===== src/hw/rtl/dmm_pkg.sv =====
// Shared types and constants for the duration min/max/mean monitor.
// Used by every module of the block; depends on nothing else.
`timescale 1ns / 1ps
`default_nettype none

package dmm_pkg;

  localparam int unsigned TimeBitsDefault  = 48;
  localparam int unsigned CountBitsDefault = 32;

  localparam int unsigned TimeW     = 48;
  localparam int unsigned CountW    = 32;
  localparam int unsigned InDataW   = 2 * TimeW;
  localparam int unsigned OutDataW  = 3 * TimeW + CountW;
  localparam int unsigned QueueDepth = 2;

  typedef enum logic {
    KIND_RECORD = 1'b0,
    KIND_CLEAR  = 1'b1
  } kind_e;

  typedef struct packed {
    logic full;
    logic empty;
  } q_status_t;

endpackage

`default_nettype wire


===== src/hw/rtl/dmm_queue.sv =====
// Small request queue between the front and the back of the monitor.
// Depends on dmm_pkg for the depth and the status struct.
`timescale 1ns / 1ps
`default_nettype none

module dmm_queue #(
  parameter int unsigned WIDTH = 49
) (
  input  wire logic                  clk_i,
  input  wire logic                  rst_ni,
  input  wire logic                  push_i,
  input  wire logic [WIDTH-1:0]      push_data_i,
  input  wire logic                  pop_i,
  output logic [WIDTH-1:0]           pop_data_o,
  output dmm_pkg::q_status_t         status_o
);

  localparam int unsigned Depth = dmm_pkg::QueueDepth;
  localparam int unsigned PtrW  = $clog2(Depth);
  localparam int unsigned CntW  = $clog2(Depth + 1);

  logic [WIDTH-1:0] entries_q [Depth];
  logic [PtrW-1:0]  wr_ptr_q, wr_ptr_d;
  logic [PtrW-1:0]  rd_ptr_q, rd_ptr_d;
  logic [CntW-1:0]  fill_q, fill_d;
  logic             do_push, do_pop;

  assign status_o.full  = (fill_q == CntW'(Depth));
  assign status_o.empty = (fill_q == '0);
  assign do_push = push_i && !status_o.full;
  assign do_pop  = pop_i && !status_o.empty;
  assign pop_data_o = entries_q[rd_ptr_q];

  always_comb begin
    wr_ptr_d = do_push ? wr_ptr_q + PtrW'(1) : wr_ptr_q;
    rd_ptr_d = do_pop ? rd_ptr_q + PtrW'(1) : rd_ptr_q;
    fill_d   = fill_q;
    if (do_push && !do_pop) begin
      fill_d = fill_q + CntW'(1);
    end else if (!do_push && do_pop) begin
      fill_d = fill_q - CntW'(1);
    end
  end

  always_ff @(posedge clk_i or negedge rst_ni) begin
    if (!rst_ni) begin
      wr_ptr_q <= '0;
      rd_ptr_q <= '0;
      fill_q   <= '0;
    end else begin
      wr_ptr_q <= wr_ptr_d;
      rd_ptr_q <= rd_ptr_d;
      fill_q   <= fill_d;
    end
  end

  always_ff @(posedge clk_i) begin
    if (do_push) begin
      entries_q[wr_ptr_q] <= push_data_i;
    end
  end

endmodule

`default_nettype wire


===== src/hw/rtl/dmm_front.sv =====
// Front end of the monitor: takes input requests, forms the wrapped duration
// and classifies each request as record or clear. Depends on dmm_pkg.
`timescale 1ns / 1ps
`default_nettype none

module dmm_front #(
  parameter int unsigned TIME_BITS = dmm_pkg::TimeBitsDefault
) (
  input  wire logic                          s_axis_tvalid_i,
  output logic                               s_axis_tready_o,
  input  wire logic [dmm_pkg::InDataW-1:0]   s_axis_tdata_i,
  input  wire logic [0:0]                    s_axis_tuser_i,
  input  wire dmm_pkg::q_status_t            q_status_i,
  output logic                               push_o,
  output logic [TIME_BITS:0]                 push_data_o
);

  logic [TIME_BITS-1:0] start_t;
  logic [TIME_BITS-1:0] end_t;
  logic [TIME_BITS-1:0] duration;
  dmm_pkg::kind_e       kind;

  assign start_t  = TIME_BITS'(s_axis_tdata_i[dmm_pkg::TimeW-1:0]);
  assign end_t    = TIME_BITS'(s_axis_tdata_i[dmm_pkg::InDataW-1:dmm_pkg::TimeW]);
  assign duration = end_t - start_t;
  assign kind     = dmm_pkg::kind_e'(s_axis_tuser_i[0]);

  assign s_axis_tready_o = !q_status_i.full;
  assign push_o          = s_axis_tvalid_i && !q_status_i.full;
  assign push_data_o     = {kind, duration};

endmodule

`default_nettype wire


===== src/hw/rtl/dmm_back.sv =====
// Back end of the monitor: keeps the statistics, runs a bit-serial divider
// for the mean update and holds the result register. Depends on dmm_pkg.
`timescale 1ns / 1ps
`default_nettype none

module dmm_back #(
  parameter int unsigned TIME_BITS  = dmm_pkg::TimeBitsDefault,
  parameter int unsigned COUNT_BITS = dmm_pkg::CountBitsDefault
) (
  input  wire logic                          clk_i,
  input  wire logic                          rst_ni,
  input  wire dmm_pkg::q_status_t            q_status_i,
  input  wire logic [TIME_BITS:0]            q_data_i,
  output logic                               pop_o,
  output logic                               m_axis_tvalid_o,
  input  wire logic                          m_axis_tready_i,
  output logic [dmm_pkg::OutDataW-1:0]       m_axis_tdata_o
);

  localparam int unsigned BitW = $clog2(TIME_BITS);

  localparam logic [1:0] ST_IDLE = 2'd0;
  localparam logic [1:0] ST_DIV  = 2'd1;
  localparam logic [1:0] ST_FIN  = 2'd2;

  logic [1:0]                  state_q, state_d;
  logic [TIME_BITS-1:0]        min_q, min_d;
  logic [TIME_BITS-1:0]        max_q, max_d;
  logic [TIME_BITS-1:0]        mean_q, mean_d;
  logic [COUNT_BITS-1:0]       count_q, count_d;
  logic                        rec_q, rec_d;
  logic                        neg_q, neg_d;
  logic [TIME_BITS-1:0]        quo_q, quo_d;
  logic [COUNT_BITS:0]         rem_q, rem_d;
  logic [BitW-1:0]             bit_q, bit_d;
  logic                        out_valid_q, out_valid_d;
  logic [dmm_pkg::OutDataW-1:0] out_data_q, out_data_d;

  dmm_pkg::kind_e              kind;
  logic [TIME_BITS-1:0]        dur;
  logic [COUNT_BITS:0]         rem_shift;
  logic                        rem_ge;
  logic [TIME_BITS-1:0]        mean_step;
  logic [TIME_BITS-1:0]        mean_new;
  logic                        out_free;

  assign kind      = dmm_pkg::kind_e'(q_data_i[TIME_BITS]);
  assign dur       = q_data_i[TIME_BITS-1:0];
  assign rem_shift = {rem_q[COUNT_BITS-1:0], quo_q[TIME_BITS-1]};
  assign rem_ge    = (rem_shift >= {1'b0, count_q});
  assign mean_step = quo_q + TIME_BITS'(neg_q && (rem_q != '0));
  assign mean_new  = rec_q ? (neg_q ? mean_q - mean_step : mean_q + mean_step) : mean_q;
  assign out_free  = !out_valid_q || m_axis_tready_i;

  assign pop_o           = (state_q == ST_IDLE) && !q_status_i.empty;
  assign m_axis_tvalid_o = out_valid_q;
  assign m_axis_tdata_o  = out_data_q;

  always_comb begin
    state_d     = state_q;
    min_d       = min_q;
    max_d       = max_q;
    mean_d      = mean_q;
    count_d     = count_q;
    rec_d       = rec_q;
    neg_d       = neg_q;
    quo_d       = quo_q;
    rem_d       = rem_q;
    bit_d       = bit_q;
    out_valid_d = out_valid_q && !m_axis_tready_i;
    out_data_d  = out_data_q;
    unique case (state_q)
      ST_IDLE: begin
        if (!q_status_i.empty) begin
          unique case (kind)
            dmm_pkg::KIND_CLEAR: begin
              min_d   = '1;
              max_d   = '0;
              mean_d  = '0;
              count_d = '0;
              rec_d   = 1'b0;
              state_d = ST_FIN;
            end
            dmm_pkg::KIND_RECORD: begin
              if (dur < min_q) begin
                min_d = dur;
              end
              if (dur > max_q) begin
                max_d = dur;
              end
              if (count_q != '1) begin
                count_d = count_q + COUNT_BITS'(1);
              end
              rec_d   = 1'b1;
              neg_d   = (dur < mean_q);
              quo_d   = (dur < mean_q) ? mean_q - dur : dur - mean_q;
              rem_d   = '0;
              bit_d   = BitW'(TIME_BITS - 1);
              state_d = ST_DIV;
            end
            default: begin
              state_d = ST_IDLE;
            end
          endcase
        end
      end
      ST_DIV: begin
        rem_d = rem_ge ? rem_shift - {1'b0, count_q} : rem_shift;
        quo_d = {quo_q[TIME_BITS-2:0], rem_ge};
        bit_d = bit_q - BitW'(1);
        if (bit_q == '0) begin
          state_d = ST_FIN;
        end
      end
      ST_FIN: begin
        if (out_free) begin
          mean_d      = mean_new;
          out_valid_d = 1'b1;
          out_data_d  = {dmm_pkg::CountW'(count_q), dmm_pkg::TimeW'(mean_new),
                         dmm_pkg::TimeW'(max_q), dmm_pkg::TimeW'(min_q)};
          state_d     = ST_IDLE;
        end
      end
      default: begin
        state_d = ST_IDLE;
      end
    endcase
  end

  always_ff @(posedge clk_i or negedge rst_ni) begin
    if (!rst_ni) begin
      state_q     <= ST_IDLE;
      min_q       <= '1;
      max_q       <= '0;
      mean_q      <= '0;
      count_q     <= '0;
      rec_q       <= 1'b0;
      neg_q       <= 1'b0;
      bit_q       <= '0;
      out_valid_q <= 1'b0;
    end else begin
      state_q     <= state_d;
      min_q       <= min_d;
      max_q       <= max_d;
      mean_q      <= mean_d;
      count_q     <= count_d;
      rec_q       <= rec_d;
      neg_q       <= neg_d;
      bit_q       <= bit_d;
      out_valid_q <= out_valid_d;
    end
  end

  always_ff @(posedge clk_i) begin
    quo_q      <= quo_d;
    rem_q      <= rem_d;
    out_data_q <= out_data_d;
  end

  a_min_le_max: assert property (@(posedge clk_i) disable iff (!rst_ni)
    (count_q != '0) |-> (min_q <= max_q))
    else $error("Minimum exceeds maximum while samples are held.");

  a_mean_in_range: assert property (@(posedge clk_i) disable iff (!rst_ni)
    (state_q == ST_IDLE && count_q != '0) |-> (mean_q >= min_q && mean_q <= max_q))
    else $error("Mean lies outside the minimum to maximum range.");

  a_empty_stats: assert property (@(posedge clk_i) disable iff (!rst_ni)
    (count_q == '0) |-> (max_q == '0 && mean_q == '0))
    else $error("Statistics are not clear while no sample is held.");

  a_pop_starts_work: assert property (@(posedge clk_i) disable iff (!rst_ni)
    (state_q == ST_IDLE && !q_status_i.empty) |=> (state_q != ST_IDLE))
    else $error("A queued request was taken without starting work.");

endmodule

`default_nettype wire


===== src/hw/rtl/duration_min_max_mean_monitor.sv =====
// Flow: an accepted request enters the queue and the back end pops it when idle.
// A record then runs the bit-serial mean divider, which retires one quotient bit per
// cycle. For either kind the back end waits in the finish state until the output is
// free and loads the result register before it pops the next request. A two-entry queue
// takes requests while the divider works. Reset (rst_ni low, asynchronous) clears the
// statistics: minimum all ones, maximum, mean and count zero; queue and output emptied.
`timescale 1ns / 1ps
`default_nettype none

module duration_min_max_mean_monitor #(
  parameter int unsigned TIME_BITS  = dmm_pkg::TimeBitsDefault,
  parameter int unsigned COUNT_BITS = dmm_pkg::CountBitsDefault
) (
  input  wire logic                          clk_i,
  input  wire logic                          rst_ni,
  input  wire logic                          s_axis_tvalid_i,
  output logic                               s_axis_tready_o,
  // start_time [47:0], end_time [95:48]
  input  wire logic [dmm_pkg::InDataW-1:0]   s_axis_tdata_i,
  // op [0]
  input  wire logic [0:0]                    s_axis_tuser_i,
  output logic                               m_axis_tvalid_o,
  input  wire logic                          m_axis_tready_i,
  // shortest [47:0], longest [95:48], mean [143:96], sample_count [175:144]
  output logic [dmm_pkg::OutDataW-1:0]       m_axis_tdata_o
);

  dmm_pkg::q_status_t   q_status;
  logic                 push;
  logic [TIME_BITS:0]   push_data;
  logic                 pop;
  logic [TIME_BITS:0]   pop_data;

  dmm_front #(
    .TIME_BITS (TIME_BITS)
  ) u_front (
    .s_axis_tvalid_i (s_axis_tvalid_i),
    .s_axis_tready_o (s_axis_tready_o),
    .s_axis_tdata_i  (s_axis_tdata_i),
    .s_axis_tuser_i  (s_axis_tuser_i),
    .q_status_i      (q_status),
    .push_o          (push),
    .push_data_o     (push_data)
  );

  dmm_queue #(
    .WIDTH (TIME_BITS + 1)
  ) u_queue (
    .clk_i       (clk_i),
    .rst_ni      (rst_ni),
    .push_i      (push),
    .push_data_i (push_data),
    .pop_i       (pop),
    .pop_data_o  (pop_data),
    .status_o    (q_status)
  );

  dmm_back #(
    .TIME_BITS  (TIME_BITS),
    .COUNT_BITS (COUNT_BITS)
  ) u_back (
    .clk_i           (clk_i),
    .rst_ni          (rst_ni),
    .q_status_i      (q_status),
    .q_data_i        (pop_data),
    .pop_o           (pop),
    .m_axis_tvalid_o (m_axis_tvalid_o),
    .m_axis_tready_i (m_axis_tready_i),
    .m_axis_tdata_o  (m_axis_tdata_o)
  );

endmodule

`default_nettype wire

===== config.mk =====
export PLATFORM = sky130hd
export DESIGN_NAME = duration_min_max_mean_monitor
export DESIGN_NICKNAME = d
export VERILOG_FILES = /design/src/hw/rtl/dmm_pkg.sv /design/src/hw/rtl/dmm_queue.sv /design/src/hw/rtl/dmm_front.sv /design/src/hw/rtl/dmm_back.sv /design/src/hw/rtl/duration_min_max_mean_monitor.sv
export SDC_FILE = /design/constraint.sdc
export NUM_CORES = 1
export LEC_CHECK = 0
export BUFFER_PORTS_ARGS = -buffer_cell sky130_fd_sc_hd__buf_4
export CAP_MARGIN = 20
export CORE_ASPECT_RATIO = 1.5
export CORE_MARGIN = 8
export CORE_UTILIZATION = 50
export DETAILED_ROUTE_END_ITERATION = 8
export HOLD_SLACK_MARGIN = 0.15
export PLACE_DENSITY = 0.72
export SYNTH_ARGS = -nofsm -noshare
export SYNTH_HDL_FRONTEND = slang
export SYNTH_HIERARCHICAL = 1
export SYNTH_SLANG_ARGS = --single-unit

===== constraint.sdc =====
create_clock -name clk_i -period 14.24 [get_ports clk_i]
set_clock_uncertainty 0.05 [all_clocks]
set_input_delay 2.136 -clock clk_i [delete_from_list [all_inputs] [get_ports clk_i]]
set_output_delay 2.136 -clock clk_i [all_outputs]
set_load 0.02 [all_outputs]

==> results of run 1 <==
[kinds of logic (layout without fill, tap and decap cells)]
kind of cell | count (synthesis) | in the layout | share of synthesized area, %
adders and majority gates | 329 | 329 | 10.8
xor gates and xnor gates | 277 | 277 | 6.31
buffers and inverters | 538 | 750 | 5.56
DFF | 546 | 546 | 40.3
AOI/OAI and AO/OA | 1151 | 1151 | 20.1
muxes | 93 | 93 | 3.09
and+or+nand+nor | 1094 | 1094 | 13.9
[sequential cells by signal, summed over array words and instances, names as in the netlist, 6 cells and up]
signal and flops:
u_back/bit_q 6, u_back/quo_q 48, u_back/min_q 48, u_back/m_axis_tdata_o 176, u_back/count_q 32, u_queue/entries_q 98
u_back/rem_q 33, u_back/max_q 48, u_back/mean_q 48
[per-layer routing]
metal	wire length, µm	share of wire, %
met5	0	0
met2	59100	51
met1	45200	39
met3	5860	5.0
met4	6290	5.4
[power groups by stage]
stage	Sequential (mW)	Combinational, mW	Clock [mW]
2_1_floorplan	2.61	4.84	0
3_3_place_gp	2.85	6.31	0
3_5_place_dp	2.86	6.36	0
4_1_cts	2.84	6.41	1.51
5_1_grt	2.89	7.14	1.56
6_report	2.85	6.48	1.48
[worst max-delay path by stage]
stage                            endpoint  slack [ns]  cells after the start
2_1_floorplan           u_back/mean_q[47]        6.01                      6
3_3_place_gp   u_back/m_axis_tdata_o[141]        6.28                     23
3_5_place_dp   u_back/m_axis_tdata_o[141]        6.14                     23
4_1_cts        u_back/m_axis_tdata_o[141]        6.09                     23
5_1_grt        u_back/m_axis_tdata_o[141]        5.67                     23
6_report       u_back/m_axis_tdata_o[141]        5.99                     22
[area by class of cell]
type | count | area [µm²]
fill | 6770 | 33100
multi-input combinational | 2944 | 20900
sequential | 546 | 15500
timing repair buffer | 306 | 2310
clock buffer | 71 | 1490
inverter | 346 | 1310
tap | 1008 | 1260
clock inverter | 27 | 312
[metrics by stage]
| step | cell area (µm²) | total power [mW] | hold WS (ns) |
|---|---|---|---|
| finish | 43100 | 10.8 | 0.407 |
| CTS | 43100 | 10.8 | 0.408 |
| floorplan | 38400 | 7.45 | 0.375 |
| global route | 43100 | 11.6 | 0.427 |
| detailed placement | 41300 | 9.22 | 0.393 |
| global placement | 41300 | 9.16 | 0.383 |
[worst max-delay path, cell delays in order (launching register included)]
cell       delay [ns]
dfrtp_1          0.33
buf_4            0.41
inv_1            0.28
a21oi_1          0.31
ha_1             0.34
ha_1             0.29
nand4_1          0.31
nor4_1           1.06
nand2_1          0.16
xor2_1           0.39
nand4_1          0.29
nor2b_1          0.30
nor2_1           0.09
xor2_1           0.18
ha_1             0.44
nand3_1          0.14
or4b_2           0.74
a21oi_1          0.50
o311ai_0         0.36
a2111oi_0        0.50
nor2_1           0.10
xnor2_1          0.15
mux2_2           0.26
[Yosys cell counts, types with 110 or more instances]
library cell  count  area share [%]
o21ai_0         189             2.5
inv_1           345             3.4
edfxtp_1        355              28
ha_1            324              11
a21o_1          166             3.2
clkbuf_1        157             1.5
nor2_1          346             3.4
xnor2_1         167             3.8
xor2_1          110             2.5
a21oi_1         324             4.2
dfrtp_1         143             9.3
nand2_1         253             2.5
==> results.sh, run 1 <==
export IMPL_arrival_ns=8.57
export IMPL_cts_buffers=52
export IMPL_status="completed"
export IMPL_path_clk_slew_ns=0.07
export IMPL_holdPathStages=0
export IMPL_hold_buffers=0
export IMPL_start_kind="flop"
export IMPL_final_common_cell="edfxtp_1"
export IMPL_hp_start="u_back/count_q[8]"
export IMPL_power_share_clock_pct=13.7
export IMPL_drive_above_1_share_pct=13.3
export IMPL_die_width_um=242
export IMPL_syn_area_mm2=0.0384
export IMPL_busiest_layer="met2"
export IMPL_crit_type="reg -> reg"
export IMPL_place_ws_ns=6.14
export IMPL_synth_main_ff_cell="edfxtp_1"
export IMPL_rsz0062_at_grt="no"
export IMPL_io_buffers=278
export IMPL_dr_pass1_iters=5
export IMPL_ant_nets=0
export IMPL_wirelength_mm=116
export IMPL_grt_pass1_vias=32000
export IMPL_yosysSeqAreaShare_pct=40.3
export IMPL_vias=31500
export IMPL_p_per_area_mw_per_mm2=251
export IMPL_yosysWarnings=6
export IMPL_grt_pass1_wl_mm=181
export IMPL_postSynth_asyncResetShare_pct=35.0
export IMPL_grt_max_degree=117
export IMPL_overflow=0
export IMPL_r2r_cells=22
export IMPL_place_gp_congestion=0.960
export IMPL_num_rows=124
export IMPL_finalSetupViolCount=0
export IMPL_syn_inst=4028
export IMPL_post_cts_buffers=0
export IMPL_worst_slew_margin_rel_pct=19.3
export IMPL_area_delta_synth_final_pct=12.1
export IMPL_die_y_um=356
export IMPL_cts_buffer_depth=3
export IMPL_hold_end="u_back/m_axis_tdata_o[152]"
export IMPL_r2r_end="u_back/m_axis_tdata_o[141]"
export IMPL_p_leak_nw=18.7
export IMPL_groute_layer_met1_usage_pct=30.3
export IMPL_antennaDiodeCount=0
export IMPL_vias_per_cell=6.00
export IMPL_ys_seq_elements=546
export IMPL_power_frac_seq_pct=26.3
export IMPL_cap_violations=0
export IMPL_path_max_fanout=46
export IMPL_cts_sinks=546
export IMPL_fin_util_pct=56.5
export IMPL_grt_use_met2_pct=47.4
export IMPL_clk_latency_ns=0.63
export IMPL_synth_nets=4458
export IMPL_final_cells=5248
export IMPL_critPathLaunch="u_back/neg_q"
export IMPL_drc_errors=0
export IMPL_ios=279
export IMPL_slew_viol_final=0
export IMPL_post_dp_hpwl_mm=90.5
export IMPL_max_freq_mhz=121
export IMPL_gr_usage_met3_pct=3.41
export IMPL_synth_edf_count=355
export IMPL_root_buffer="clkbuf_16"
export IMPL_yosysUniqueCellTypes=100
export IMPL_htreeDepth=2
export IMPL_final_hold_violation_count=0
export IMPL_nNetsFinal=4626
export IMPL_post_route_min_period_ns=8.25
export IMPL_tritoncts="done"
export IMPL_start_util_pct=50.5
export IMPL_crit_path_end_kind="flop"
export IMPL_first_iter_violations=2207
export IMPL_swShare_pct=47.8
export IMPL_finalSetupTns_ns=0
export IMPL_hp_class="reg -> reg"
export IMPL_final_cell_mix="edfxtp_1, inv_1, nor2_1"
export IMPL_core_mm2=0.0762
export IMPL_p_comb_share_pct=60.0
export IMPL_fin_ws_ns=5.99
export IMPL_synth_avg_cell_area_um2=9.54
export IMPL_antenna_found_initial=0
export IMPL_cts_resized=0
export IMPL_power_internal_mw=5.64
export IMPL_finalCritPeriodShare_pct=57.9
export IMPL_place_inst=5148
export IMPL_track_usage_pct=26.2
export IMPL_p_switching_mw=5.16
export IMPL_die_area_mm2=0.0862
export IMPL_worst_pin_slew_ns=1.20
export IMPL_worst_r2r_setup_slack_ns=5.99
export IMPL_routedWlPerCell_um=22.2
export IMPL_vdd_drop_max_mv=0.146
export IMPL_worst_r2r_startpoint="u_back/neg_q"
export IMPL_crit_required_ns=14.57
Note: power is estimated with default switching activity, not from simulation.
==> run 2: changes to the inputs <==
Clock period 14.24 ns to 7.6 ns, I/O delays scaled along.
==> run 2 against run 1 <==
Sequential share of layout area shrank 0.60 points. Utilization rose by 0.96 points. Setup slack got worse by 5.5 ns. Worst hold slack improved by 0.011 ns. Global-route usage is 0.81 points higher.
==> results.sh, run 2 (synthesis gave the netlist of run 1 again) <==
export IMPL_first_iter_violations=2420
export IMPL_largest_register_ffs=176
export IMPL_vdd_drop_max_mv=0.245
export IMPL_rsz0062_at_grt="no"
export IMPL_area_delta_synth_final_pct=14.0
export IMPL_path_clk_slew_ns=0.07
export IMPL_antennaDiodeCount=0
export IMPL_final_cells=5325
export IMPL_arrival_ns=7.44
export IMPL_status="completed"
export IMPL_place_ws_ns=0.414
export IMPL_clk_latency_ns=0.63
export IMPL_worst_pin_slew_ns=1.11
export IMPL_holdPathStages=0
export IMPL_post_cts_buffers=0
export IMPL_post_dp_hpwl_mm=93.2
export IMPL_critical_path_most_common_cell="buf_4"
export IMPL_finalCritPeriodShare_pct=93.5
export IMPL_p_per_area_mw_per_mm2=479
export IMPL_finalSetupTns_ns=0
export IMPL_p_leak_nw=19.2
export IMPL_grt_pass1_vias=32800
export IMPL_path_max_fanout=5
export IMPL_die_width_um=242
export IMPL_cts_sinks=546
export IMPL_vias=32300
export IMPL_final_hold_violation_count=0
export IMPL_cp_slowest_cell="nor4_1"
export IMPL_r2r_cells=28
export IMPL_ant_nets=0
export IMPL_grt_max_degree=116
export IMPL_cts_buffer_depth=3
export IMPL_overflow=0
export IMPL_slew_viol_final=0
export IMPL_max_freq_mhz=141
export IMPL_track_usage_pct=27.0
export IMPL_max_stage_delay_ns=0.54
export IMPL_crit_path_end_kind="flop"
export IMPL_io_buffers=278
export IMPL_start_util_pct=50.5
export IMPL_tritoncts="done"
export IMPL_place_gp_congestion=0.989
export IMPL_crit_type="reg -> reg"
export IMPL_grt_pass1_wl_mm=186
export IMPL_worst_slew_margin_rel_pct=23.8
export IMPL_wirelength_mm=121
export IMPL_cts_resized=0
export IMPL_drc_errors=0
export IMPL_num_rows=124
export IMPL_nNetsFinal=4702
export IMPL_hp_class="reg -> reg"
export IMPL_htreeDepth=2
export IMPL_cap_violations=0
export IMPL_place_inst=5224
export IMPL_hold_slack_ns=0.418
export IMPL_fin_util_pct=57.5
export IMPL_final_common_cell="buf_4"
export IMPL_start_kind="flop"
export IMPL_fin_ws_ns=0.497
export IMPL_hold_buffers=0
export IMPL_die_area_mm2=0.0862
export IMPL_cts_buffers=54
export IMPL_antenna_found_initial=2
export IMPL_post_route_min_period_ns=7.10
export IMPL_fill_cells=6735
export IMPL_die_y_um=356
export IMPL_final_cell_mix="buf_4, edfxtp_1, inv_1"
export IMPL_ios=279
export IMPL_crit_required_ns=7.94
export IMPL_core_mm2=0.0762
export IMPL_routedWlPerCell_um=22.7
export IMPL_vias_per_cell=6.07
export IMPL_finalSetupViolCount=0
export IMPL_dr_pass1_iters=6
export IMPL_root_buffer="clkbuf_16"
export IMPL_drive_above_1_share_pct=14.7
## run 2: through the flow
step	instance area, µm²	power, mW
after detailed placement	41900	17.7
after floorplan	38400	14.0
final	43800	21.0
after global placement	41800	17.6
after global routing	43800	22.4
after CTS	43800	20.8
## run 2: final cells by class
type / instances / area [µm²] / area share (%)
multi-input combinational: 2944 / 20900 / 47.7
inverter: 346 / 1310 / 2.98
sequential: 546 / 15500 / 35.4
clock inverter: 30 / 465 / 1.06
clock buffer: 71 / 1480 / 3.37
tap: 1008 / 1260 / 2.88
timing repair buffer: 380 / 2900 / 6.61
## run 2: worst paths after layout
path | startpoint | endpoint | slack (ns)
max | u_back/rem_q[1] | u_back/m_axis_tdata_o[136] | 0.50
min | u_back/count_q[8] | u_back/m_axis_tdata_o[152] | 0.42
max reg2reg | u_back/rem_q[1] | u_back/m_axis_tdata_o[136] | 0.50
min reg2reg | u_back/count_q[8] | u_back/m_axis_tdata_o[152] | 0.42
max in group asynchronous | rst_ni | u_back/rec_q | 5.80
min in group asynchronous | rst_ni | u_back/max_q[5] | 0.51
## run 2: metal layers
metal | GRT usage [%] | wire [µm] | vias to the layer above
met5 | 0 | 0 | -
met4 | 13.9 | 6840 | 0
met3 | 3.42 | 6540 | 283
met2 | 49.1 | 61300 | 1142
met1 | 30.9 | 46200 | 15700
li1 | - | - | 15200
## run 2: critical path, delay by kind of cell (launching register included)
kind                     cells  cell delay [ns]
AO/OA/AOI/OAI               12             2.67
XOR/XNOR                     2             0.36
adder cells (fa/ha/maj)      3             0.76
buffers and inverters        4             0.64
flip-flops                   1             0.44
multiplexers                 1             0.28
AND/OR/NAND/NOR              6             1.65
## run 2: where the power goes
| group | internal (mW) | switching [mW] | total [mW] |
|---|---|---|---|
| Combinational | 4.93 | 7.74 | 12.7 |
| Sequential | 4.38 | 0.920 | 5.30 |
| Clock | 1.78 | 1.21 | 2.99 |
